===== src/rtl/slpi_pkg.sv =====
// Shared types and constants for the scanner link sniffer with pose injection.
// Holds the job format passed from the front classifier to the back serializer.
// No dependencies.
package slpi_pkg;

    // Input item kinds (carried on s_tuser)
    typedef enum logic [1:0] {
        OP_TICK = 2'd0,
        OP_HOST = 2'd1,
        OP_SCAN = 2'd2,
        OP_POSE = 2'd3
    } slpi_op_t;

    // Command framing on the host side
    typedef enum logic [2:0] {
        CMD_IDLE = 3'b001,
        CMD_WAIT = 3'b010,
        CMD_END  = 3'b100
    } slpi_cmd_state_t;

    // Response framing on the scanner side
    typedef enum logic [3:0] {
        RSP_IDLE = 4'b0001,
        RSP_WAIT = 4'b0010,
        RSP_DESC = 4'b0100,
        RSP_SAMP = 4'b1000
    } slpi_rsp_state_t;

    // Scan modes reported with every output beat
    localparam logic [1:0] MODE_IDLE    = 2'd0;
    localparam logic [1:0] MODE_NORMAL  = 2'd1;
    localparam logic [1:0] MODE_EXPRESS = 2'd2;
    localparam logic [1:0] MODE_POSE    = 2'd3;

    // Destinations
    localparam logic DEST_SCANNER  = 1'b0;
    localparam logic DEST_SOFTWARE = 1'b1;

    // Protocol bytes
    localparam logic [7:0] SYNC_BYTE1      = 8'hA5;
    localparam logic [7:0] SYNC_BYTE2      = 8'h5A;
    localparam logic [7:0] CMD_SCAN_POSE   = 8'h19;
    localparam logic [7:0] CMD_SCAN        = 8'h20;
    localparam logic [7:0] CMD_FORCE_SCAN  = 8'h21;
    localparam logic [7:0] CMD_EXPRESS     = 8'h82;
    localparam logic [7:0] CMD_STOP        = 8'h40;
    localparam logic [7:0] CMD_RESET       = 8'hFF;
    localparam logic [7:0] CMD_KEEP_MODE   = 8'hF0;
    localparam logic [7:0] DESC_LEN_SAMPLE = 8'd5;
    localparam logic [7:0] DESC_LEN_POSE   = 8'(5 + 2 + 2 + 2);
    localparam logic [7:0] DESC_MODE_BYTE  = 8'h40;
    localparam logic [7:0] DESC_TYPE_IN    = 8'h81;
    localparam logic [7:0] DESC_TYPE_OUT   = 8'h80;

    localparam logic [15:0] TIMEOUT_RESET = 16'd1000;

    // Job: up to seven bytes for one destination, first byte in entry 0
    localparam int JOB_BYTES = 7;
    localparam int IDX_W     = 3;

    typedef struct packed {
        logic [JOB_BYTES-1:0][7:0] bytes;
        logic [IDX_W-1:0]          count_m1;
        logic                      dest;
        logic [1:0]                mode;
    } slpi_job_t;

    localparam int SLPI_QUEUE_DEPTH = 2;

    // Widths of the stream payloads
    localparam int S_TDATA_W = 72;
    localparam int M_TDATA_W = 16;

endpackage


===== src/rtl/slpi_front.sv =====
// Front part: accepts input items, tracks command/response framing and the held pose,
// and turns byte items into jobs, at most one per item, for the back serializer.
// Depends on slpi_pkg.
module slpi_front
    import slpi_pkg::*;
(
    input  logic                 aclk,
    input  logic                 aresetn,
    input  logic                 cfg_wr_en,
    input  logic [15:0]          cfg_wr_data,
    input  logic                 s_tvalid,
    output logic                 s_tready,
    input  logic [1:0]           s_tuser,
    input  logic [S_TDATA_W-1:0] s_tdata,
    input  logic                 q_full,
    output logic                 push,
    output slpi_job_t            push_job
);

    logic            accept;
    slpi_op_t        op;
    logic [7:0]      b;
    logic            in_pose_valid;
    logic [7:0]      in_pose_tag;
    logic [47:0]     in_pose;

    logic [15:0]     timeout_reg;
    slpi_cmd_state_t cmd_state_reg, cmd_state_next;
    logic [15:0]     cmd_timer_reg, cmd_timer_next;
    slpi_rsp_state_t rsp_state_reg, rsp_state_next;
    logic [15:0]     rsp_timer_reg, rsp_timer_next;
    logic [1:0]      mode_reg, mode_next;
    logic [2:0]      dcount_reg, dcount_next;
    logic [2:0]      scount_reg, scount_next;
    logic            pose_valid_reg, pose_valid_next;
    logic [7:0]      pose_tag_reg, pose_tag_next;
    logic [47:0]     pose_reg, pose_next;
    logic [3:0][7:0] desc_reg, desc_next;
    logic [1:0][7:0] head_reg, head_next;

    logic [15:0]     cmd_timer_inc, rsp_timer_inc;
    logic            desc_good, sample_good;

    assign s_tready      = !q_full;
    assign accept        = s_tvalid && s_tready;
    assign op            = slpi_op_t'(s_tuser);
    assign b             = s_tdata[7:0];
    assign in_pose_valid = s_tdata[8];
    assign in_pose_tag   = s_tdata[16:9];
    assign in_pose       = s_tdata[64:17];

    // Saturating idle-tick timers
    assign cmd_timer_inc = (cmd_timer_reg == 16'hFFFF) ? cmd_timer_reg : cmd_timer_reg + 16'd1;
    assign rsp_timer_inc = (rsp_timer_reg == 16'hFFFF) ? rsp_timer_reg : rsp_timer_reg + 16'd1;

    // Pose descriptor: length 5, sample mode 1, type 0x81 (last byte arrives now)
    assign desc_good = (desc_reg[0] == DESC_LEN_SAMPLE) && (desc_reg[1] == 8'h00)
                    && (desc_reg[2] == 8'h00) && (desc_reg[3] == DESC_MODE_BYTE)
                    && (b == DESC_TYPE_IN);
    // Sample: start flag and its inverse differ, check bit set
    assign sample_good = (head_reg[0][0] != head_reg[0][1]) && head_reg[1][0];

    // Classify the item and build its job
    always_comb begin
        cmd_state_next  = cmd_state_reg;
        cmd_timer_next  = cmd_timer_reg;
        rsp_state_next  = rsp_state_reg;
        rsp_timer_next  = rsp_timer_reg;
        mode_next       = mode_reg;
        dcount_next     = dcount_reg;
        scount_next     = scount_reg;
        pose_valid_next = pose_valid_reg;
        pose_tag_next   = pose_tag_reg;
        pose_next       = pose_reg;
        desc_next       = desc_reg;
        head_next       = head_reg;
        push            = 1'b0;
        push_job        = '0;

        if (accept) begin
            case (op)
                OP_TICK: begin
                    if (cmd_state_reg != CMD_IDLE) begin
                        cmd_timer_next = cmd_timer_inc;
                        if (cmd_timer_inc >= timeout_reg) begin
                            cmd_state_next = CMD_IDLE;
                        end
                    end
                    if (rsp_state_reg == RSP_WAIT) begin
                        rsp_timer_next = rsp_timer_inc;
                        if (rsp_timer_inc >= timeout_reg) begin
                            rsp_state_next = RSP_IDLE;
                        end
                    end
                end
                OP_HOST: begin
                    push_job.bytes[0] = b;
                    case (cmd_state_reg)
                        CMD_IDLE: begin
                            if (b == SYNC_BYTE1) begin
                                cmd_state_next = CMD_WAIT;
                                cmd_timer_next = '0;
                            end
                        end
                        CMD_WAIT: begin
                            if (b[7]) begin
                                cmd_state_next = CMD_END;
                                cmd_timer_next = '0;
                            end else begin
                                cmd_state_next = CMD_IDLE;
                            end
                            case (b)
                                CMD_SCAN_POSE: begin
                                    push_job.bytes[0] = CMD_SCAN;
                                    mode_next         = MODE_POSE;
                                end
                                CMD_SCAN, CMD_FORCE_SCAN: mode_next = MODE_NORMAL;
                                CMD_EXPRESS:              mode_next = MODE_EXPRESS;
                                CMD_STOP, CMD_RESET: begin
                                    rsp_state_next = RSP_IDLE;
                                    mode_next      = MODE_IDLE;
                                end
                                CMD_KEEP_MODE: mode_next = mode_reg;
                                default:       mode_next = MODE_IDLE;
                            endcase
                        end
                        default: begin
                            cmd_timer_next = '0;
                        end
                    endcase
                    push              = 1'b1;
                    push_job.count_m1 = '0;
                    push_job.dest     = DEST_SCANNER;
                    push_job.mode     = mode_next;
                end
                OP_SCAN: begin
                    push_job.dest     = DEST_SOFTWARE;
                    push_job.mode     = mode_reg;
                    push_job.bytes[0] = b;
                    push_job.count_m1 = '0;
                    case (rsp_state_reg)
                        RSP_IDLE: begin
                            if (b == SYNC_BYTE1 && mode_reg == MODE_POSE) begin
                                rsp_state_next = RSP_WAIT;
                                rsp_timer_next = '0;
                            end else begin
                                push = 1'b1;
                            end
                        end
                        RSP_WAIT: begin
                            if (b == SYNC_BYTE2) begin
                                rsp_state_next = RSP_DESC;
                                dcount_next    = '0;
                                rsp_timer_next = '0;
                            end else begin
                                rsp_state_next = RSP_IDLE;
                            end
                        end
                        RSP_DESC: begin
                            dcount_next = dcount_reg + 3'd1;
                            if (dcount_reg >= 3'd4) begin
                                // Re-send the whole descriptor, rewritten if it is the pose one
                                push              = 1'b1;
                                push_job.count_m1 = IDX_W'(JOB_BYTES - 1);
                                push_job.bytes[0] = SYNC_BYTE1;
                                push_job.bytes[1] = SYNC_BYTE2;
                                if (desc_good) begin
                                    push_job.bytes[2] = DESC_LEN_POSE;
                                    push_job.bytes[3] = 8'h00;
                                    push_job.bytes[4] = 8'h00;
                                    push_job.bytes[5] = DESC_MODE_BYTE;
                                    push_job.bytes[6] = DESC_TYPE_OUT;
                                    rsp_state_next    = RSP_SAMP;
                                    scount_next       = '0;
                                end else begin
                                    push_job.bytes[2] = desc_reg[0];
                                    push_job.bytes[3] = desc_reg[1];
                                    push_job.bytes[4] = desc_reg[2];
                                    push_job.bytes[5] = desc_reg[3];
                                    push_job.bytes[6] = b;
                                    rsp_state_next    = RSP_IDLE;
                                end
                            end else begin
                                desc_next[dcount_reg[1:0]] = b;
                            end
                        end
                        default: begin
                            push        = 1'b1;
                            scount_next = scount_reg + 3'd1;
                            if (scount_reg < 3'd2) begin
                                head_next[scount_reg[0]] = b;
                            end
                            if (scount_reg >= 3'd4) begin
                                if (sample_good) begin
                                    // Append held pose: x, y, heading, low byte first
                                    if (mode_reg != MODE_POSE) begin
                                        rsp_state_next = RSP_IDLE;
                                    end
                                    push_job.count_m1 = IDX_W'(JOB_BYTES - 1);
                                    push_job.bytes[1] = pose_reg[7:0];
                                    push_job.bytes[2] = pose_reg[15:8];
                                    push_job.bytes[3] = pose_reg[23:16];
                                    push_job.bytes[4] = pose_reg[31:24];
                                    push_job.bytes[5] = pose_reg[39:32];
                                    push_job.bytes[6] = pose_reg[47:40];
                                    scount_next       = '0;
                                end else begin
                                    rsp_state_next = RSP_IDLE;
                                end
                            end
                        end
                    endcase
                end
                default: begin
                    if (in_pose_valid && (in_pose_tag != pose_tag_reg || !pose_valid_reg)) begin
                        pose_next       = in_pose;
                        pose_valid_next = 1'b1;
                        pose_tag_next   = in_pose_tag;
                    end
                end
            endcase
        end
    end

    // Control state
    always_ff @(posedge aclk) begin
        if (!aresetn) begin
            timeout_reg    <= TIMEOUT_RESET;
            cmd_state_reg  <= CMD_IDLE;
            cmd_timer_reg  <= '0;
            rsp_state_reg  <= RSP_IDLE;
            rsp_timer_reg  <= '0;
            mode_reg       <= MODE_IDLE;
            dcount_reg     <= '0;
            scount_reg     <= '0;
            pose_valid_reg <= 1'b0;
            pose_tag_reg   <= '0;
            pose_reg       <= '0;
        end else begin
            if (cfg_wr_en) begin
                timeout_reg <= cfg_wr_data;
            end
            cmd_state_reg  <= cmd_state_next;
            cmd_timer_reg  <= cmd_timer_next;
            rsp_state_reg  <= rsp_state_next;
            rsp_timer_reg  <= rsp_timer_next;
            mode_reg       <= mode_next;
            dcount_reg     <= dcount_next;
            scount_reg     <= scount_next;
            pose_valid_reg <= pose_valid_next;
            pose_tag_reg   <= pose_tag_next;
            pose_reg       <= pose_next;
        end
    end

    // Descriptor and sample bytes, written before read
    always_ff @(posedge aclk) begin
        desc_reg <= desc_next;
        head_reg <= head_next;
    end

    // Jobs come only from byte items
    assert property (@(posedge aclk) disable iff (!aresetn)
        push |-> accept && (op == OP_HOST || op == OP_SCAN))
        else $error("job pushed without a byte item");

    // Descriptor collection never runs past four stored bytes
    assert property (@(posedge aclk) disable iff (!aresetn)
        (rsp_state_reg == RSP_DESC) |-> (dcount_reg <= 3'd4))
        else $error("descriptor count overran");

endmodule


===== src/rtl/slpi_queue.sv =====
// Short job queue between the front classifier and the back serializer.
// Register array read at the head pointer. Depends on slpi_pkg.
module slpi_queue
    import slpi_pkg::*;
#(
    parameter int QUEUE_DEPTH = SLPI_QUEUE_DEPTH
) (
    input  logic      aclk,
    input  logic      aresetn,
    input  logic      push,
    input  slpi_job_t push_job,
    input  logic      pop,
    output slpi_job_t head_job,
    output logic      full,
    output logic      empty
);

    localparam int PTR_W = $clog2(QUEUE_DEPTH);
    localparam int CNT_W = $clog2(QUEUE_DEPTH + 1);

    slpi_job_t        entry_reg [QUEUE_DEPTH];
    logic [PTR_W-1:0] wr_ptr_reg, wr_ptr_next;
    logic [PTR_W-1:0] rd_ptr_reg, rd_ptr_next;
    logic [CNT_W-1:0] count_reg, count_next;

    assign full     = (count_reg == CNT_W'(QUEUE_DEPTH));
    assign empty    = (count_reg == '0);
    assign head_job = entry_reg[rd_ptr_reg];

    // Advance pointers with wrap
    always_comb begin
        wr_ptr_next = wr_ptr_reg;
        rd_ptr_next = rd_ptr_reg;
        count_next  = count_reg;
        if (push) begin
            wr_ptr_next = (wr_ptr_reg == PTR_W'(QUEUE_DEPTH - 1)) ? '0 : wr_ptr_reg + 1'b1;
        end
        if (pop) begin
            rd_ptr_next = (rd_ptr_reg == PTR_W'(QUEUE_DEPTH - 1)) ? '0 : rd_ptr_reg + 1'b1;
        end
        if (push && !pop) begin
            count_next = count_reg + 1'b1;
        end else if (pop && !push) begin
            count_next = count_reg - 1'b1;
        end
    end

    always_ff @(posedge aclk) begin
        if (!aresetn) begin
            wr_ptr_reg <= '0;
            rd_ptr_reg <= '0;
            count_reg  <= '0;
        end else begin
            wr_ptr_reg <= wr_ptr_next;
            rd_ptr_reg <= rd_ptr_next;
            count_reg  <= count_next;
        end
    end

    // Store pushed jobs
    always_ff @(posedge aclk) begin
        if (push) begin
            entry_reg[wr_ptr_reg] <= push_job;
        end
    end

    assert property (@(posedge aclk) disable iff (!aresetn) push |-> !full)
        else $error("push into full queue");

    assert property (@(posedge aclk) disable iff (!aresetn) pop |-> !empty)
        else $error("pop from empty queue");

endmodule


===== src/rtl/slpi_back.sv =====
// Back part: takes jobs from the queue and sends their bytes one beat each.
// The job register doubles as the output register. Depends on slpi_pkg.
module slpi_back
    import slpi_pkg::*;
(
    input  logic                 aclk,
    input  logic                 aresetn,
    input  slpi_job_t            head_job,
    input  logic                 q_empty,
    output logic                 pop,
    output logic                 m_tvalid,
    input  logic                 m_tready,
    output logic                 m_tlast,
    output logic                 m_tuser,
    output logic [M_TDATA_W-1:0] m_tdata
);

    logic             busy_reg;
    slpi_job_t        job_reg;
    logic [IDX_W-1:0] idx_reg;
    logic             finish;

    assign m_tvalid = busy_reg;
    assign m_tlast  = (idx_reg == job_reg.count_m1);
    assign m_tuser  = job_reg.dest;
    assign m_tdata  = {{(M_TDATA_W - 10){1'b0}}, job_reg.mode, job_reg.bytes[idx_reg]};
    assign finish   = busy_reg && m_tready && m_tlast;
    assign pop      = !q_empty && (!busy_reg || finish);

    // Load a new job or step through the current one
    always_ff @(posedge aclk) begin
        if (!aresetn) begin
            busy_reg <= 1'b0;
            idx_reg  <= '0;
        end else if (pop) begin
            busy_reg <= 1'b1;
            idx_reg  <= '0;
        end else if (finish) begin
            busy_reg <= 1'b0;
        end else if (busy_reg && m_tready) begin
            idx_reg <= idx_reg + 1'b1;
        end
    end

    always_ff @(posedge aclk) begin
        if (pop) begin
            job_reg <= head_job;
        end
    end

    // Beat index stays within the job
    assert property (@(posedge aclk) disable iff (!aresetn)
        busy_reg |-> (idx_reg <= job_reg.count_m1))
        else $error("beat index past end of job");

    // Jobs are single bytes or full seven-byte groups
    assert property (@(posedge aclk) disable iff (!aresetn)
        busy_reg |-> (job_reg.count_m1 == '0 || job_reg.count_m1 == IDX_W'(JOB_BYTES - 1)))
        else $error("job of unexpected length");

endmodule


===== src/rtl/scanner_link_sniffer_pose_injector_core.sv =====
// Channel  Dir  Handshake           Payload
// s_       in   s_tvalid/s_tready   s_tuser kind, s_tdata byte and pose
// m_       out  m_tvalid/m_tready   m_tuser destination, m_tdata byte and mode, m_tlast
// cfg_     in   cfg_wr_en           cfg_wr_data idle timeout
//
// One input item is accepted per cycle while the job queue has room; a byte item
// becomes at most one job of one or seven beats, sent at one beat per cycle while m_tready
// is high, so the output port sets the sustained rate for descriptors and pose samples.
// The first beat appears once the job has passed through the queue into the job register.
// aresetn is synchronous, active low; a stalled m_ side fills the queue, then holds s_tready low.
// Top level: wires front classifier, job queue and back serializer. Depends on slpi_pkg.
module scanner_link_sniffer_pose_injector_core
    import slpi_pkg::*;
#(
    parameter int QUEUE_DEPTH = SLPI_QUEUE_DEPTH
) (
    input  logic                 aclk,
    input  logic                 aresetn,
    input  logic                 cfg_wr_en,
    input  logic [15:0]          cfg_wr_data,   // timeout_ticks
    input  logic                 s_tvalid,
    output logic                 s_tready,
    input  logic [1:0]           s_tuser,       // opcode
    input  logic [S_TDATA_W-1:0] s_tdata,       // in_byte, pose_valid, pose_tag, pose_x,
                                                // pose_y, pose_heading, zero fill
    output logic                 m_tvalid,
    input  logic                 m_tready,
    output logic                 m_tlast,       // last
    output logic                 m_tuser,       // dest
    output logic [M_TDATA_W-1:0] m_tdata        // out_byte, scan_mode, zero fill
);

    logic      push, pop, q_full, q_empty;
    slpi_job_t push_job, head_job;

    slpi_front u_front (
        .aclk        (aclk),
        .aresetn     (aresetn),
        .cfg_wr_en   (cfg_wr_en),
        .cfg_wr_data (cfg_wr_data),
        .s_tvalid    (s_tvalid),
        .s_tready    (s_tready),
        .s_tuser     (s_tuser),
        .s_tdata     (s_tdata),
        .q_full      (q_full),
        .push        (push),
        .push_job    (push_job)
    );

    slpi_queue #(
        .QUEUE_DEPTH (QUEUE_DEPTH)
    ) u_queue (
        .aclk     (aclk),
        .aresetn  (aresetn),
        .push     (push),
        .push_job (push_job),
        .pop      (pop),
        .head_job (head_job),
        .full     (q_full),
        .empty    (q_empty)
    );

    slpi_back u_back (
        .aclk     (aclk),
        .aresetn  (aresetn),
        .head_job (head_job),
        .q_empty  (q_empty),
        .pop      (pop),
        .m_tvalid (m_tvalid),
        .m_tready (m_tready),
        .m_tlast  (m_tlast),
        .m_tuser  (m_tuser),
        .m_tdata  (m_tdata)
    );

endmodule


===== config.mk =====
export PLATFORM = sky130hd
export DESIGN_NAME = scanner_link_sniffer_pose_injector_core
export DESIGN_NICKNAME = d
export VERILOG_FILES = /design/src/rtl/slpi_pkg.sv /design/src/rtl/slpi_front.sv /design/src/rtl/slpi_queue.sv /design/src/rtl/slpi_back.sv /design/src/rtl/scanner_link_sniffer_pose_injector_core.sv
export SDC_FILE = /design/constraint.sdc
export NUM_CORES = 1
export LEC_CHECK = 0
export ABC_AREA = 1
export BUFFER_PORTS_ARGS = -buffer_cell sky130_fd_sc_hd__buf_2
export CAP_MARGIN = 20
export CORE_UTILIZATION = 29
export CTS_CLUSTER_DIAMETER = 120
export DETAILED_ROUTE_END_ITERATION = 7
export PLACE_DENSITY = 0.44
export SYNTH_ARGS = -nofsm -noshare
export SYNTH_HDL_FRONTEND = slang
export SYNTH_SLANG_ARGS = --single-unit

===== constraint.sdc =====
create_clock -name aclk -period 2.8 [get_ports aclk]
set_clock_uncertainty 0.2 [all_clocks]
set_input_delay 0 -clock aclk [delete_from_list [all_inputs] [get_ports aclk]]
set_output_delay 0 -clock aclk [all_outputs]
set_load 0.02 [all_outputs]

# Word level (Yosys, flattened, before mapping)
# Memory sizes are Yosys's and may differ from the RTL's. A register that Yosys moved wholly into a read port is not among the register bits.
# Cells that the tools add are included.
[classes] mul=0 muxes=75 reduce_logical=50 add_sub_neg=9 n_lt_le_gt_ge=10 shifts=0 div=0 eq_ne=46 bitwise_logic=6
[op_table] cell="$mux 48" count=3
[op_table] cell="$mux 16" count=8
[op_table] cell="$pmux 16 s2" count=4
[op_table] cell="$pmux 48 s2" count=1
[op_table] cell="$mux 62" count=1
[op_table] cell="$mux 59" count=1
[op_table] cell="$mux 8" count=6
[op_table] cell="$eq 8x8->1 const B" count=5
[op_table] cell="$mux 4" count=10
[op_table] cell="$mux 40" count=1
[op_table] cell="$mux 3" count=12
[op_table] cell="$add 16x1->16 const B" count=2
[op_table] cell="$bwmux 32" count=1
[op_table] cell="$eq 16x16->1 const B" count=2
[op_table] cell="$ge 16x16->1" count=2
[op_table] cell="$pmux 3 s2" count=5
[op_table] cell="$pmux 14 s2" count=1
[op_table] cell="$bmux 8 s3" count=1
[op_table] cell="$eq 8x7->1 const B" count=3
[op_table] cell="$pmux 4 s3" count=2
[op_table] cell="$bwmux 16" count=1
[op_table] cell="$demux 8 s2" count=1
[op_table] cell="$eq 8x6->1 const B" count=2
[op_table] cell="$logic_not 8->1" count=2
[op_table] cell="51 further kinds" count=119
[totals] rom_bits=0 mem_bits_rw=124 elab_cells=219 out_inout_bits=20 in_bits=95 regBits=176 latch_bits=0 memories=1
[memory_table] name="u_queue.entry_reg" words=2 width=62 read_ports=1 rd_clocked_by_memory_dff=1 wr=1 line_no="slpi_queue.sv:21" text="slpi_job_t entry_reg [QUEUE_DEPTH];"

# Longest topological paths before layout
# Gate-level depths: netlist of the first run.
[logic_depth] word_depth=10 ltp_mapped=22 mapped_depth_nobuf=21

# By module
# From an unflattened synthesis of the first run, not the netlist that was laid out.
[hier_totals] cells_unflattened=1683 area_unflattened_um2=16469.5
[by_module_without_submodules] mod="slpi_front" n_inst=1 seq_area_each_um2=3453.3 cells_per_inst=1234 area_each_um2=8737.1
[by_module_without_submodules] mod="slpi_queue" n_inst=1 seq_area_each_um2=3823.7 cells_per_inst=228 area_each_um2=5006.1
[by_module_without_submodules] mod="slpi_back" n_inst=1 seq_area_each_um2=1941.9 cells_per_inst=221 area_each_um2=2726.4

# Worst setup path after synthesis of the first run
# Ideal clock, no wire load.
[synth_timing] kind="reg2reg" from="register u_back.idx_reg[1]" to="register, netlist name u_back.job_reg[10]" synth_period_minus_slack_ps=3149 path_buffers=1 setup_time_ps=414 arrival_ps=2535 path_stages_with_launch=10 slack_ps=-349 required_ps=2186 path_cell_list="dfxtp_1 > buf_2 > inv_2 > nor2_4 > nand3_1 > o21ai_1 > nand2_1 > nand2_1 > o21ai_2 > inv_1"
[synth_via] elab_chain_len=4
[synth_lines] element="start, declared" line_no="slpi_back.sv:20" text="logic [IDX_W-1:0] idx_reg;"
[synth_lines] element="start signal, assigned" line_no="slpi_back.sv:41" text="idx_reg <= idx_reg + 1'b1;"
[synth_lines] element="$eq 3x3->1" line_no="slpi_back.sv:24" text="assign m_tlast = (idx_reg == job_reg.count_m1);"
[synth_lines] element="via m_tlast" line_no="scanner_link_sniffer_pose_injector_core.sv:28" text="output logic m_tlast,"
[synth_lines] element="$logic_and 1x1->1" line_no="slpi_back.sv:27" text="assign finish = busy_reg && m_tready && m_tlast;"
[synth_lines] element="$logic_or 1x1->1" line_no="slpi_back.sv:28" text="assign pop = !q_empty && (!busy_reg || finish);"
[synth_lines] element="$logic_and 1x1->1" line_no="slpi_back.sv:28"
[synth_lines] element="via pop" line_no="scanner_link_sniffer_pose_injector_core.sv:33" text="logic push, pop, q_full, q_empty;"
# The timed path passes the listed nets, and every way through them passes these cells.
# A chain may end at the register's enable or synchronous reset.

# Worst setup path in the final report of the first run
[layout_timing] from="register u_front.cmd_timer_reg[1]" to="register u_front.cmd_state_reg[0]"
[layout_via] elab_chain_len=5 word_cells_on_any_way=6 classes_between="add/sub: 1; order compare: 1; eq/ne: 2; mux: 1; reduce/logical: 1"
[layout_lines] element="start, declared" line_no="slpi_front.sv:29" text="logic [15:0] cmd_timer_reg, cmd_timer_next;"
[layout_lines] element="start signal, assigned" line_no="slpi_front.sv:244" text="cmd_timer_reg <= cmd_timer_next;"
[layout_lines] element="$add 16x1->16 / $eq 16x16->1 (equally long branches)" line_no="slpi_front.sv:53" text="assign cmd_timer_inc = (cmd_timer_reg == 16'hFFFF) ? cmd_timer_reg : cmd_timer_reg + 16'd1;"
[layout_lines] element="$mux 16 *" line_no="slpi_front.sv:53"
[layout_lines] element="$ge 16x16->1 *" line_no="slpi_front.sv:85" text="if (cmd_timer_inc >= timeout_reg) begin"
[layout_lines] element="$ne 2x1->1 (no source line) *"
[layout_lines] element="$reduce_and 6->1 (no source line) *"
[layout_lines] element="end signal, assigned" line_no="slpi_front.sv:243" text="cmd_state_reg <= cmd_state_next;"
[layout_lines] element="end, declared" line_no="slpi_front.sv:28" text="slpi_cmd_state_t cmd_state_reg, cmd_state_next;"
# Every way passes the cells marked *; elsewhere a longest branch is shown, timed or not.

==> implementation parameters, run 1 <==
Parameter                              Value

Logic synthesis
  Cells taking the most area after synthesis ... sky130_fd_sc_hd__edfxtp_1 (40%), sky130_fd_sc_hd__dfxtp_1 (16%), sky130_fd_sc_hd__nand2_1 (11%)
  Post-Syn Area per Cell ... around 8.8 sq um
  Number of warnings printed during yosys synthesis ... 0
  Most instantiated cells after synthesis ... sky130_fd_sc_hd__nand2_1 (497), sky130_fd_sc_hd__edfxtp_1 (215), sky130_fd_sc_hd__nor2_1 (192)
  Synthesized cell area ... 16260 sq um
  Area share of the leading cell type in the synthesized netlist ... between 30% and 40%
  Most used standard cell by instance count after synthesis ... sky130_fd_sc_hd__nand2_1
  Cell variety after synth ... 42
  Number of instances in the synthesized netlist ... around 1.9k
  Total of flip-flops plus latches after synthesis ... approximately 340
  Largest area contributor in the synthesized netlist ... sky130_fd_sc_hd__edfxtp_1
  Sequential area share after synthesis ... 55.48%
  Number of synthesized flops with an enable pin ... between 200 and 250
  Fraction of registers with async set or reset after synthesis ... 0%
  Dominant register cell in the synthesized netlist ... sky130_fd_sc_hd__edfxtp_1

Detailed routing
  Detailed-route wire length per cell ... 16.21 um
  Post-detailed-routing wire length ... between 40 and 50 mm
  Total vias in the final route ... around 13k
  Count of TritonRoute iterations in the first routing pass ... 5
  Antenna Violating Nets Remaining ... 0
  Via-to-Cell Ratio ... ~4.6
  Detailed-route DRC error count ... 0
  Drt first-iter violations ... ~880

STA
  Fin crit share ... 98.41%
  Total count of hold-check failures in the final report ... 0
  Post-route setup slack ... 0.04453 ns
  Actual transition at the worst max-transition pin ... around 0.8 ns
  Final-report max-slew violation count ... 0
  Highest attainable clock frequency ... between 0.3 and 0.4 GHz
  Setup repair after global routing missed its margin ... yes
  Remaining max-slew budget at the tightest pin ... around 44%
  Tmin final ... 2.755 ns
  # setup viols final ... 0

Worst setup path
  Worst reg2reg path endpoint ... u_front.cmd_state_reg[0]
  Cell with the largest stage delay on the worst path ... sky130_fd_sc_hd__dfxtp_2
  Arrival time at the worst endpoint ... 2.99 ns
  Cell with the most instances on the worst path ... sky130_fd_sc_hd__nand2_1
  Destination of the critical timing path ... u_front.cmd_state_reg[0]
  Sort of element at the start of the critical path ... flip-flop
  Setup crit start ... u_front.cmd_timer_reg[1]
  Ordered cell list for the critical path ... ha_4 > nand2_2 > nor2_2 > nand4_1 > buf_4 > xor2_1 > nand2_1 > ha_1 > nand3_1 > nor3_4 > nand2_1 > nand4_1 > nand2_1 > nand2_1 > nand3_1
  Top cell family by delay on the critical path ... simple AND/OR/NAND/NOR gates
  Crit path max fanout ... 6
  Type of element capturing the critical path ... flip-flop
  Startpoint of the lowest-slack register-to-register path ... u_front.cmd_timer_reg[1]
  Worst setup path class ... reg -> reg
  Worst setup slack for register-to-register paths ... 0.04 ns
  Critical path buffers and inverters ... 1
  Worst reg-to-reg path cell count ... 15
  Critical Path Max Stage Delay ... 0.35 ns
  Number of cells on the critical path ... 15
  Data required time at the worst endpoint ... 3.03 ns

Global routing
  Vias in the first global route ... around 13k
  Number of antenna violations at the first check in global routing ... 1
  Remaining global-route overflow ... 0
  GRT Total Usage ... 16.67%
  Global-route wire length before repair ... 73.18 mm
  Pin count of the biggest net entering global routing ... 61

Clock network
  Number of clock sinks ... 343
  Clock tree from TritonCTS ... yes
  CTS clock-pin slew for the worst setup and hold paths ... approximately 0.060 ns
  Clock latency reported for the late side of the worst-skew pair ... 0.57 ns
  Num CTS Buffers ... a little over 40
  Maximum clock insertion buffer count ... 3
  Clk root buf ... sky130_fd_sc_hd__clkbuf_16
  Htree depth ... 2

Finish
  Share of cells above drive strength 1 ... 16.50%
  Sequential cell area ... around 9100 sq um
  Filler instances ... 5560
  Flip-flop count of the largest register, all copies and words added ... 120
  Area growth, synth to finish ... 31.93%
  Fin nets ... roughly 2.3k
  Multi-input logic area ... 6519 sq um
  Count of non-filler cells in the finished layout ... 2955

Placement
  Inst Count DP ... 2690
  Placer Congestion ... 0.8482
  Worst setup slack before clock tree synthesis ... roughly 0.023 ns
  Port Buffers ... 101
  Sum of net half-perimeters after detailed placement ... 33.26 mm

Die
  Starting utilization of the core area ... 29.45%
  Die outline area ... 57000 sq um
  Chip width ... between 200 and 250 um
  DIE HEIGHT ... 238.8 um
  I/O pin total ... 115
  Standard-cell row count ... 86
  Core ar. ... 55200 sq um

Power
  Total power after layout ... 14.38 mW
  Maximum vdd ir drop ... 0.3677 mV
  Total power per unit cell area ... 670.7 nW/um^2
  Leak ... 8.527 nW

Hold path
  Worst min-delay path class ... in -> reg

Outcome
  Outcome ... finished clean

Run
  MaxCap Viol Count ... 0
## area by class of cell
class                           count  share of cell area, %
Inverter                          155                  2.794
Clock inverter                     17                 0.7176
Clock buffer                       57                  5.396
Timing Repair Buffer              361                  14.07
Antenna cell                        1                0.01167
Timing Repair inverter              1                0.03500
Sequential cell                   343                  42.21
Multi-Input combinational cell   1272                  30.39
Tap cell                          748                  4.364
## cell families (layout without fill, tap and decap cells)
family / after synthesis / in the layout / share of synthesized area [%]
AOI/OAI and AO/OA: 285 / 285 / 9.275
xor gates and xnor gates: 26 / 26 / 1.401
adders and majority gates: 46 / 46 / 3.541
buffers and inverters: 242 / 591 / 6.204
DFF: 343 / 343 / 55.48
muxes: 2 / 2 / 0.1232
other: 1 / 7 / 0.02307
and+or+nand+nor: 907 / 907 / 23.95
## what timing repair did
| item | CTS | global route |
|---|---|---|
| pin swaps | 0 | 27 |
| cloned | 0 | 1 |
| endpoints found under the hold margin | 175 | 0 |
| buffers inserted | 0 | 16 |
| endpoints found under the setup margin | 1 | 86 |
| hold buffers | 173 | 0 |
| gates resized for setup | 1 | 97 |
## metrics by stage
step | utilization (%) | TNS (ns) | hold slack, ns | instance area (sq um)
6_report | 38.85 | 0 | 0.03223 | 21450
5_1_grt | 38.85 | -0.7340 | 0.04819 | 21440
4_1_cts | 38.06 | 0 | 0.008174 | 21010
3_5_place_dp | 32.54 | 0 | 0.02294 | 17960
3_3_place_gp | 32.52 | 0 | 0.02203 | 17950
2_1_floorplan | - | 0 | -0.1011 | 16290
## worst reg2reg max path: stages, from the launching register on
cell and delay, ns:
sky130_fd_sc_hd__dfxtp_2 0.35, sky130_fd_sc_hd__ha_4 0.14, sky130_fd_sc_hd__nand2_2 0.06, sky130_fd_sc_hd__nor2_2 0.13, sky130_fd_sc_hd__nand4_1 0.18, sky130_fd_sc_hd__buf_4 0.19
sky130_fd_sc_hd__xor2_1 0.12, sky130_fd_sc_hd__nand2_1 0.13, sky130_fd_sc_hd__ha_1 0.30, sky130_fd_sc_hd__nand3_1 0.13, sky130_fd_sc_hd__nor3_4 0.19, sky130_fd_sc_hd__nand2_1 0.07
sky130_fd_sc_hd__nand4_1 0.24, sky130_fd_sc_hd__nand2_1 0.10, sky130_fd_sc_hd__nand2_1 0.07, sky130_fd_sc_hd__nand3_1 0.06
## cells in the final DEF, fill, tap and decap left out, types with 10 or more instances in the layout
cell type	count
sky130_fd_sc_hd__clkbuf_1	10
sky130_fd_sc_hd__nand3b_1	51
sky130_fd_sc_hd__buf_2	101
sky130_fd_sc_hd__dfxtp_1	108
sky130_fd_sc_hd__nor2_4	10
sky130_fd_sc_hd__nand2_2	17
sky130_fd_sc_hd__o21ai_0	85
sky130_fd_sc_hd__nor2_1	182
sky130_fd_sc_hd__inv_2	16
sky130_fd_sc_hd__a21oi_1	146
sky130_fd_sc_hd__ha_1	40
sky130_fd_sc_hd__inv_1	131
sky130_fd_sc_hd__nand2_1	481
sky130_fd_sc_hd__buf_4	74
sky130_fd_sc_hd__nand4_1	16
sky130_fd_sc_hd__o21ai_1	11
sky130_fd_sc_hd__clkinv_1	11
sky130_fd_sc_hd__dlygate4sd3_1	173
sky130_fd_sc_hd__nor3_1	26
sky130_fd_sc_hd__clkbuf_16	42
sky130_fd_sc_hd__edfxtp_1	215
sky130_fd_sc_hd__dfxtp_2	16
sky130_fd_sc_hd__nand3_1	94
sky130_fd_sc_hd__xor2_1	21
## per-layer routing
metal	wire length [um]	global-route usage (%)	up-vias	part of all wire, %
met4	1016	5.109	0	2.1
met3	2015	2.460	71	4.2
met2	21370	26.32	247	45
met5	0	0	-	0
li1	-	-	6817	-
met1	23490	23.44	6355	49
## report_power, final
group	internal, mW	switching, mW	total [mW]
registers	6.21	0.255	6.46
logic	0.932	1.80	2.73
clock network	3.08	2.12	5.19
## how the worst min path moves through the flow
stage                     depth (start not counted)           start                       to  slack (ns)
after CTS                                         4     s_tdata[13]  u_front.pose_tag_reg[4]       0.008
after floorplan                                   0      s_tdata[0]      u_front.desc_reg[0]       -0.10
final                                             4     s_tdata[13]  u_front.pose_tag_reg[4]        0.03
after global routing                              4     s_tdata[13]  u_front.pose_tag_reg[4]        0.05
after global placement                            3  cfg_wr_data[3]   u_front.timeout_reg[3]        0.02
after detailed placement                          3  cfg_wr_data[3]   u_front.timeout_reg[3]        0.02
Note: power is estimated with default switching activity, not from simulation.
==> run 2: changes to the inputs <==
--- a/config.mk
+++ b/config.mk
@@ -5,7 +5,7 @@
 export SDC_FILE = /design/constraint.sdc
 export NUM_CORES = 1
 export LEC_CHECK = 0
-export ABC_AREA = 1
+export ABC_AREA = 0
 export BUFFER_PORTS_ARGS = -buffer_cell sky130_fd_sc_hd__buf_2
 export CAP_MARGIN = 20
 export CORE_UTILIZATION = 29
==> implementation parameters, run 2 <==
Parameter                              Value

Outcome
  Outcome ... finished, violations left
  Failing checks ... design-rule violations, negative setup slack

Finish
  Top library cells by usage in the layout, fill and taps aside ... sky130_fd_sc_hd__edfxtp_1 (215), sky130_fd_sc_hd__dlygate4sd3_1 (164), sky130_fd_sc_hd__buf_4 (119)
  Count of non-filler cells in the finished layout ... 2369 (-20%)
  Area growth, synth to finish ... 36.93%
  Antenna diode count ... 0 (-1)
  Sequential cell area ... 9032 sq um (-0.23%)
  Fin util ... 40.33% (+1.5 points)
  Share of cells above drive strength 1 ... 27.60% (+11 points)
  Flip-flop count of the largest register, all copies and words added ... 120 (unchanged)
  Multi-input logic area ... 6419 sq um (-1.5%)
  Filler instances ... 5067 (-8.9%)
  Fin nets ... 1789 (-23%)
  Commonest non-fill, non-tap cell in the layout ... sky130_fd_sc_hd__edfxtp_1

Logic synthesis
  Total of flip-flops plus latches after synthesis ... 343 (unchanged)
  Number of warnings printed during yosys synthesis ... 0 (unchanged)
  Number of synthesized flops with an enable pin ... 215 (unchanged)
  Dominant combinational cell family by area after synthesis ... simple AND/OR/NAND/NOR gates
  Largest area contributor in the synthesized netlist ... sky130_fd_sc_hd__edfxtp_1
  Share of cell area taken by muxes after synthesis ... 11.09% (+11 points)
  Most used standard cell by instance count after synthesis ... sky130_fd_sc_hd__edfxtp_1
  Number of instances in the synthesized netlist ... 1264 (-32%)
  Synthesized-area fraction occupied by adder cells ... 3.704% (+0.16 points)
  Area share of the leading cell type in the synthesized netlist ... 41.55% (+1.8 points)
  Post-Syn Area per Cell ... 12.29 sq um (+40%)
  Synthesized cell area ... 15540 sq um (-4.4%)
  Cell variety after synth ... 70 (+67%)
  Synth Area in Simple Gates ... 12.63% (-11 points)
  Dominant register cell in the synthesized netlist ... sky130_fd_sc_hd__edfxtp_1
  Cells taking the most area after synthesis ... sky130_fd_sc_hd__edfxtp_1 (42%), sky130_fd_sc_hd__dfxtp_1 (16%), sky130_fd_sc_hd__mux2i_1 (5.2%)
  Most instantiated cells after synthesis ... sky130_fd_sc_hd__edfxtp_1 (215), sky130_fd_sc_hd__dfxtp_1 (128), sky130_fd_sc_hd__mux2i_1 (81)
  Synthesized-area fraction occupied by xor and xnor cells ... 2.198% (+0.80 points)
  Synth Area in Compound Gates ... 9.259% (-0.016 points)
  Sequential area share after synthesis ... 58.04% (+2.6 points)
  Fraction of registers with async set or reset after synthesis ... 0% (unchanged)

Worst setup path
  Setup crit start ... u_front.cmd_timer_reg[6]
  Crit path max fanout ... 6 (unchanged)
  Type of element capturing the critical path ... flip-flop
  Startpoint of the lowest-slack register-to-register path ... u_front.cmd_timer_reg[6]
  Worst setup path class ... reg -> reg
  Data required time at the worst endpoint ... 3.05 ns (+0.02 ns)
  Sort of element at the start of the critical path ... flip-flop
  Arrival time at the worst endpoint ... 3.46 ns (+0.47 ns)

Detailed routing
  Antenna Violating Nets Remaining ... 0 (unchanged)
  Total vias in the final route ... 11.22k (-17%)
  Count of TritonRoute iterations in the first routing pass ... 8 (+3)
  Drt first-iter violations ... 695 (-21%)
  Post-detailed-routing wire length ... 44.55 mm (-7.0%)
  Detailed-route wire length per cell ... 18.80 um (+16%)
  Via-to-Cell Ratio ... 4.735 (+3.7%)
  Detailed-route DRC error count ... 12 (+12)

Global routing
  Global-route wire length before repair ... 67.38 mm (-7.9%)
  Vias in the first global route ... 11.26k (-14%)
  Remaining global-route overflow ... 0 (unchanged)
  Number of antenna violations at the first check in global routing ... 0 (-1)
  Pin count of the biggest net entering global routing ... 57 (-6.6%)
  GRT Total Usage ... 16.49% (-0.18 points)

Power
  Leak ... 8.416 nW (-1.3%)
  Pint ... 10.15 mW (-0.66%)
  Power share of the sequential group ... 45.6% (+0.7 points)
  Switching Share ... 25.67% (-3.3 points)
  Part of the power in combinational logic ... 15.4% (-3.6 points)
  Maximum vdd ir drop ... 0.3694 mV (+0.45%)
  Net Sw Power ... 3.504 mW (-16%)
  Power share of the clock group ... 39.0% (+2.9 points)
  Total power per unit cell area ... 641.5 nW/um^2 (-4.3%)

Clock network
  Num CTS Buffers ... 43 (+4.9%)
  Clk root buf ... sky130_fd_sc_hd__clkbuf_16
  CTS clock-pin slew for the worst setup and hold paths ... 0.06 ns (about the same)
  Number of clock sinks ... 343 (unchanged)
  Htree depth ... 2 (unchanged)
  Maximum clock insertion buffer count ... 3 (unchanged)
  Clock latency reported for the late side of the worst-skew pair ... 0.57 ns (about the same)
  Clock tree from TritonCTS ... yes

STA
  Total negative slack ... -1.966 ns (-1.966 ns)
  Hold_ws ... 0.04230 ns (+0.01007 ns)
  Final-report max-slew violation count ... 0 (unchanged)
  Highest attainable clock frequency ... 0.3120 GHz (-14%)
  Fin crit share ... 114.5% (+16 points)
  Remaining max-slew budget at the tightest pin ... 60.37% (+16 points)
  Total count of hold-check failures in the final report ... 0 (unchanged)
  # setup viols final ... 7 (+7)
  Setup repair after global routing missed its margin ... yes
  Actual transition at the worst max-transition pin ... 0.5865 ns (-0.2375 ns)
  Tmin final ... 3.205 ns (+0.4500 ns)
  Post-route setup slack ... -0.4055 ns (-0.4500 ns)

Die
  Core ar. ... 52760 sq um (-4.4%)
  Chip width ... 233.5 um (-2.2%)
  Die outline area ... 54520 sq um (-4.4%)
  I/O pin total ... 115 (unchanged)
  Standard-cell row count ... 84 (-2.3%)
  DIE HEIGHT ... 233.5 um (-2.2%)
  Starting utilization of the core area ... 29.45% (about the same)

Placement
  Worst setup slack before clock tree synthesis ... -0.5881 ns (-0.6108 ns)
  Port Buffers ... 101 (unchanged)
  Placer Congestion ... 0.8103 (-4.5%)
  Inst Count DP ... 2108 (-22%)
  Sum of net half-perimeters after detailed placement ... 30.12 mm (-9.4%)

Hold path
  Worst min-delay path class ... in -> reg
  Critical hold path startpoint ... s_tdata[52]

Run
  MaxCap Viol Count ... 0 (unchanged)
-- run 2: timing repair --
action | CTS | global route
pin swaps | 29 | 22
hold buffers | 164 | 0
endpoints found under the hold margin | 177 | 0
endpoints found under the setup margin | 14 | 42
resized for setup | 51 | 18
buffers inserted | 16 | 6
gates cloned | 0 | 1
-- run 2: final timing paths --
path                              end  slack (ns)  cells after the start
min              u_front.pose_reg[35]        0.04                      4
min reg2reg  u_front.cmd_state_reg[1]        0.28                      2
max reg2reg  u_front.cmd_state_reg[0]       -0.41                     13
max          u_front.cmd_state_reg[0]       -0.41                     13
-- run 2: critical path, cell delays in order, from the launching register on --
cell and delay (ns):
sky130_fd_sc_hd__dfxtp_2 0.32, sky130_fd_sc_hd__and4_4 0.22, sky130_fd_sc_hd__nand4_1 0.13, sky130_fd_sc_hd__or3_4 0.44, sky130_fd_sc_hd__buf_6 0.16, sky130_fd_sc_hd__nand2_4 0.06, sky130_fd_sc_hd__xnor2_2 0.06, sky130_fd_sc_hd__ha_1 0.31
sky130_fd_sc_hd__a21o_1 0.16, sky130_fd_sc_hd__a21o_1 0.16, sky130_fd_sc_hd__a21oi_2 0.13, sky130_fd_sc_hd__nor2_1 0.06, sky130_fd_sc_hd__o311a_1 0.38, sky130_fd_sc_hd__mux2_4 0.31
-- run 2: cell type report --
cell class / instances / share of cell area [%]
sequential: 343 / 42.45
timing repair buffer: 411 / 16.31
inverter: 34 / 0.6174
clock buffer: 59 / 5.727
multi-input combinational: 815 / 30.16
tap: 688 / 4.045
clock inverter: 19 / 0.6938
-- run 2: layer usage --
| metal | routed length [um] | track usage (%) |
|---|---|---|
| met1 | 21460 | 22.52 |
| met2 | 20540 | 26.74 |
| met3 | 1638 | 2.979 |
| met4 | 906 | 4.282 |
| met5 | 0 | 0 |
-- run 2: stage by stage --
step	power, mW	cell area [sq um]
2_1_floorplan	7.445	15700
6_report	13.65	21280
3_5_place_dp	8.261	17800
3_3_place_gp	8.251	17800
4_1_cts	13.88	21160
5_1_grt	14.29	21280
-- run 2: cell families (layout without fill, tap and decap cells) --
| family | after synthesis | after routing |
|---|---|---|
| adders and majority gates | 46 | 46 |
| muxes | 154 | 154 |
| buffers and inverters | 111 | 523 |
| other | 1 | 6 |
| xor gates and xnor gates | 39 | 39 |
| and+or+nand+nor | 362 | 362 |
| DFF | 343 | 343 |
| AOI/OAI and AO/OA | 208 | 208 |
-- run 2: power by group through the flow --
stage	clock [mW]	sequential (mW)	combinational [mW]
after global routing	5.72	6.28	2.30
after detailed placement	0	6.34	1.92
after CTS	5.51	6.24	2.14
after global placement	0	6.34	1.92
after floorplan	0	6.25	1.20
final	5.32	6.22	2.11
==> run 3: changes to the inputs <==
--- a/config.mk
+++ b/config.mk
@@ -11,7 +11,7 @@
 export CORE_UTILIZATION = 29
 export CTS_CLUSTER_DIAMETER = 120
 export DETAILED_ROUTE_END_ITERATION = 7
-export PLACE_DENSITY = 0.44
+export PLACE_DENSITY = 0.42
 export SYNTH_ARGS = -nofsm -noshare
 export SYNTH_HDL_FRONTEND = slang
 export SYNTH_SLANG_ARGS = --single-unit
==> constraint.sdc (replaced) <==
create_clock -name aclk -period 3.75 [get_ports aclk]
set_clock_uncertainty 0.2 [all_clocks]
set_input_delay 0 -clock aclk [delete_from_list [all_inputs] [get_ports aclk]]
set_output_delay 0 -clock aclk [all_outputs]
set_load 0.02 [all_outputs]
==> implementation parameters, run 3 (same netlist as run 2, synthesis figures left out) <==
Parameter                              Value

Outcome
  Outcome ... finished, violations left
  Failing checks ... design-rule violations

Power
  Maximum vdd ir drop ... 0.2903 mV (-21%)
  Leak ... 7.814 nW (-7.2%)
  Part of the power in combinational logic ... 14.3% (-1.1 points)
  Pint ... 7.320 mW (-28%)
  Switching Share ... 25.98% (+0.31 points)
  Power share of the clock group ... 38.4% (-0.6 points)
  Total power per unit cell area ... 490.8 nW/um^2 (-23%)
  Power share of the sequential group ... 47.2% (+1.6 points)
  Net Sw Power ... 2.569 mW (-27%)

STA
  Total count of hold-check failures in the final report ... 0 (unchanged)
  # setup viols final ... 0 (-7)
  Tmin final ... 3.486 ns (+0.2807 ns)
  Final-report max-slew violation count ... 0 (unchanged)
  Setup repair after global routing missed its margin ... no
  Highest attainable clock frequency ... 0.2868 GHz (-8.1%)
  Remaining max-slew budget at the tightest pin ... 44.59% (-16 points)
  Fin crit share ... 92.97% (-22 points)
  Actual transition at the worst max-transition pin ... 0.8311 ns (+0.2446 ns)
  Total negative slack ... 0 ns (+1.966 ns)

Finish
  Area growth, synth to finish ... 29.65%
  Flip-flop count of the largest register, all copies and words added ... 120 (unchanged)
  Top library cells by usage in the layout, fill and taps aside ... sky130_fd_sc_hd__edfxtp_1 (215), sky130_fd_sc_hd__dlygate4sd3_1 (191), sky130_fd_sc_hd__dfxtp_1 (127)
  Fin util ... 38.19% (-2.1 points)
  Fin nets ... 1708 (-4.5%)
  Share of cells above drive strength 1 ... 18.27% (-9.3 points)
  Commonest non-fill, non-tap cell in the layout ... sky130_fd_sc_hd__edfxtp_1

Placement
  Port Buffers ... 101 (unchanged)
  Sum of net half-perimeters after detailed placement ... 28.40 mm (-5.7%)
  Placer Congestion ... 0.7809 (-3.6%)

Worst setup path
  Worst reg-to-reg path cell count ... 13 (unchanged)
  Data required time at the worst endpoint ... 4.05 ns (+1.00 ns)
  Worst setup path class ... reg -> reg
  Cell with the largest stage delay on the worst path ... sky130_fd_sc_hd__or3_1
  Critical Path Max Stage Delay ... 0.55 ns (+0.11 ns)
  Ordered cell list for the critical path ... nand4_1 > or2_2 > or3_1 > nand4_1 > xnor2_1 > ha_1 > a21o_1 > a21o_1 > a21oi_1 > a21oi_1 > o211ai_2 > buf_4 > mux2i_1
  Type of element capturing the critical path ... flip-flop
  Arrival time at the worst endpoint ... 3.78 ns (+0.32 ns)
  Sort of element at the start of the critical path ... flip-flop
  Crit path max fanout ... 9 (+3)

Clock network
  Number of clock sinks ... 343 (unchanged)
  Clock latency reported for the late side of the worst-skew pair ... 0.57 ns (about the same)
  Maximum clock insertion buffer count ... 3 (unchanged)
  Clk root buf ... sky130_fd_sc_hd__clkbuf_16
  Clock tree from TritonCTS ... yes
  Htree depth ... 2 (unchanged)
  Num CTS Buffers ... 42 (-2.3%)
  CTS clock-pin slew for the worst setup and hold paths ... 0.06 ns (about the same)

Global routing
  Number of antenna violations at the first check in global routing ... 0 (unchanged)
  Pin count of the biggest net entering global routing ... 77 (+35%)
  Remaining global-route overflow ... 0 (unchanged)
  GRT Total Usage ... 15.97% (-0.52 points)
  Global-route wire length before repair ... 66.07 mm (-1.9%)
  Vias in the first global route ... 11.17k (-0.78%)

Die
  Chip width ... 233.5 um (unchanged)
  Die outline area ... 54520 sq um (unchanged)
  DIE HEIGHT ... 233.5 um (unchanged)
  Standard-cell row count ... 84 (unchanged)
  Starting utilization of the core area ... 29.45% (unchanged)
  Core ar. ... 52760 sq um (unchanged)
  I/O pin total ... 115 (unchanged)

Detailed routing
  Total vias in the final route ... 10.80k (-3.7%)
  Antenna Violating Nets Remaining ... 0 (unchanged)
  Post-detailed-routing wire length ... 42.62 mm (-4.3%)
  Count of TritonRoute iterations in the first routing pass ... 7 (-1)
  Detailed-route DRC error count ... 20 (+8)
  Drt first-iter violations ... 613 (-12%)
  Via-to-Cell Ratio ... 4.732 (about the same)
  Detailed-route wire length per cell ... 18.67 um (-0.71%)

Hold path
  Worst min-delay path class ... in -> reg
  Number of cells traversed by the worst hold path ... 4 (unchanged)

Run
  MaxCap Viol Count ... 0 (unchanged)
-- run 3: cell count changes in the layout (fill, tap and decap cells not counted), moves of 9 or more --
cell,previous run,this run
sky130_fd_sc_hd__dfxtp_1,117,127
sky130_fd_sc_hd__buf_4,119,35
sky130_fd_sc_hd__clkinv_2,11,2
sky130_fd_sc_hd__dfxtp_2,11,1
sky130_fd_sc_hd__buf_6,15,0
sky130_fd_sc_hd__dlygate4sd3_1,164,191
-- run 3: what timing repair did --
item | in CTS | in global routing
setup buffers | 0 | 1
endpoints found under the setup margin | 0 | 5
hold endpoints to repair | 188 | 0
hold buffers | 191 | 0
gates resized for setup | 0 | 1
-- run 3: area by class of cell --
| type | count | area [sq um] |
|---|---|---|
| tap | 688 | 860.8 |
| clock buffer | 56 | 1124 |
| clock inverter | 14 | 143.9 |
| fill | 5127 | 32610 |
| sequential | 343 | 9020 |
| multi-input combinational | 815 | 6092 |
| inverter | 34 | 127.6 |
| timing repair buffer | 331 | 2775 |
| antenna | 2 | 5.005 |
-- run 3: critical path: cells and delay by family, from the launching register on --
kind            cells  cell delay [ns]
xor+xnor            1             0.17
mux                 1             0.18
compound gates      5             0.76
simple gates        4             1.24
flops               1             0.42
buf+inv             1             0.17
fa+ha+maj           1             0.29
-- run 3: worst paths after layout --
check	start	to	slack, ns
setup reg to reg	u_front.rsp_timer_reg[7]	u_front.rsp_state_reg[0]	0.26
hold reg to reg	u_front.pose_valid_reg	u_front.pose_valid_reg	0.26
setup / recovery	u_front.rsp_timer_reg[7]	u_front.rsp_state_reg[0]	0.26
hold / removal	s_tdata[8]	u_front.pose_valid_reg	0.04
-- run 3: power by group through the flow --
stage               sequential [mW]  clock, mW  combinational [mW]
floorplan                      4.67          0               0.875
global placement               4.76          0                1.30
detailed placement             4.77          0                1.30
CTS                            4.69       3.93                1.45
global route                   4.72       4.07                1.56
finish                         4.67       3.80                1.42
-- run 3: metrics by stage --
stage / power (mW) / cell area (sq um) / worst slack [ns] / hold WS, ns / instances
final: 9.889 / 20150 / 0.2638 / 0.03891 / 2283
after global routing: 10.35 / 20140 / 0.03298 / 0.08124 / 2281
after CTS: 10.07 / 20130 / 0.1457 / 0.002883 / 2280
after detailed placement: 6.067 / 16950 / 0.1522 / 0.02904 / 2019
after global placement: 6.064 / 16950 / 0.1735 / 0.02067 / 2019
after floorplan: 5.543 / 15570 / 0.1276 / -0.1011 / 1269
-- run 3: routing by layer --
metal	track usage (%)	routed length (um)
met5	0	0
met4	5.317	1042
met3	2.478	1415
met2	25.19	19090
met1	22.22	21080
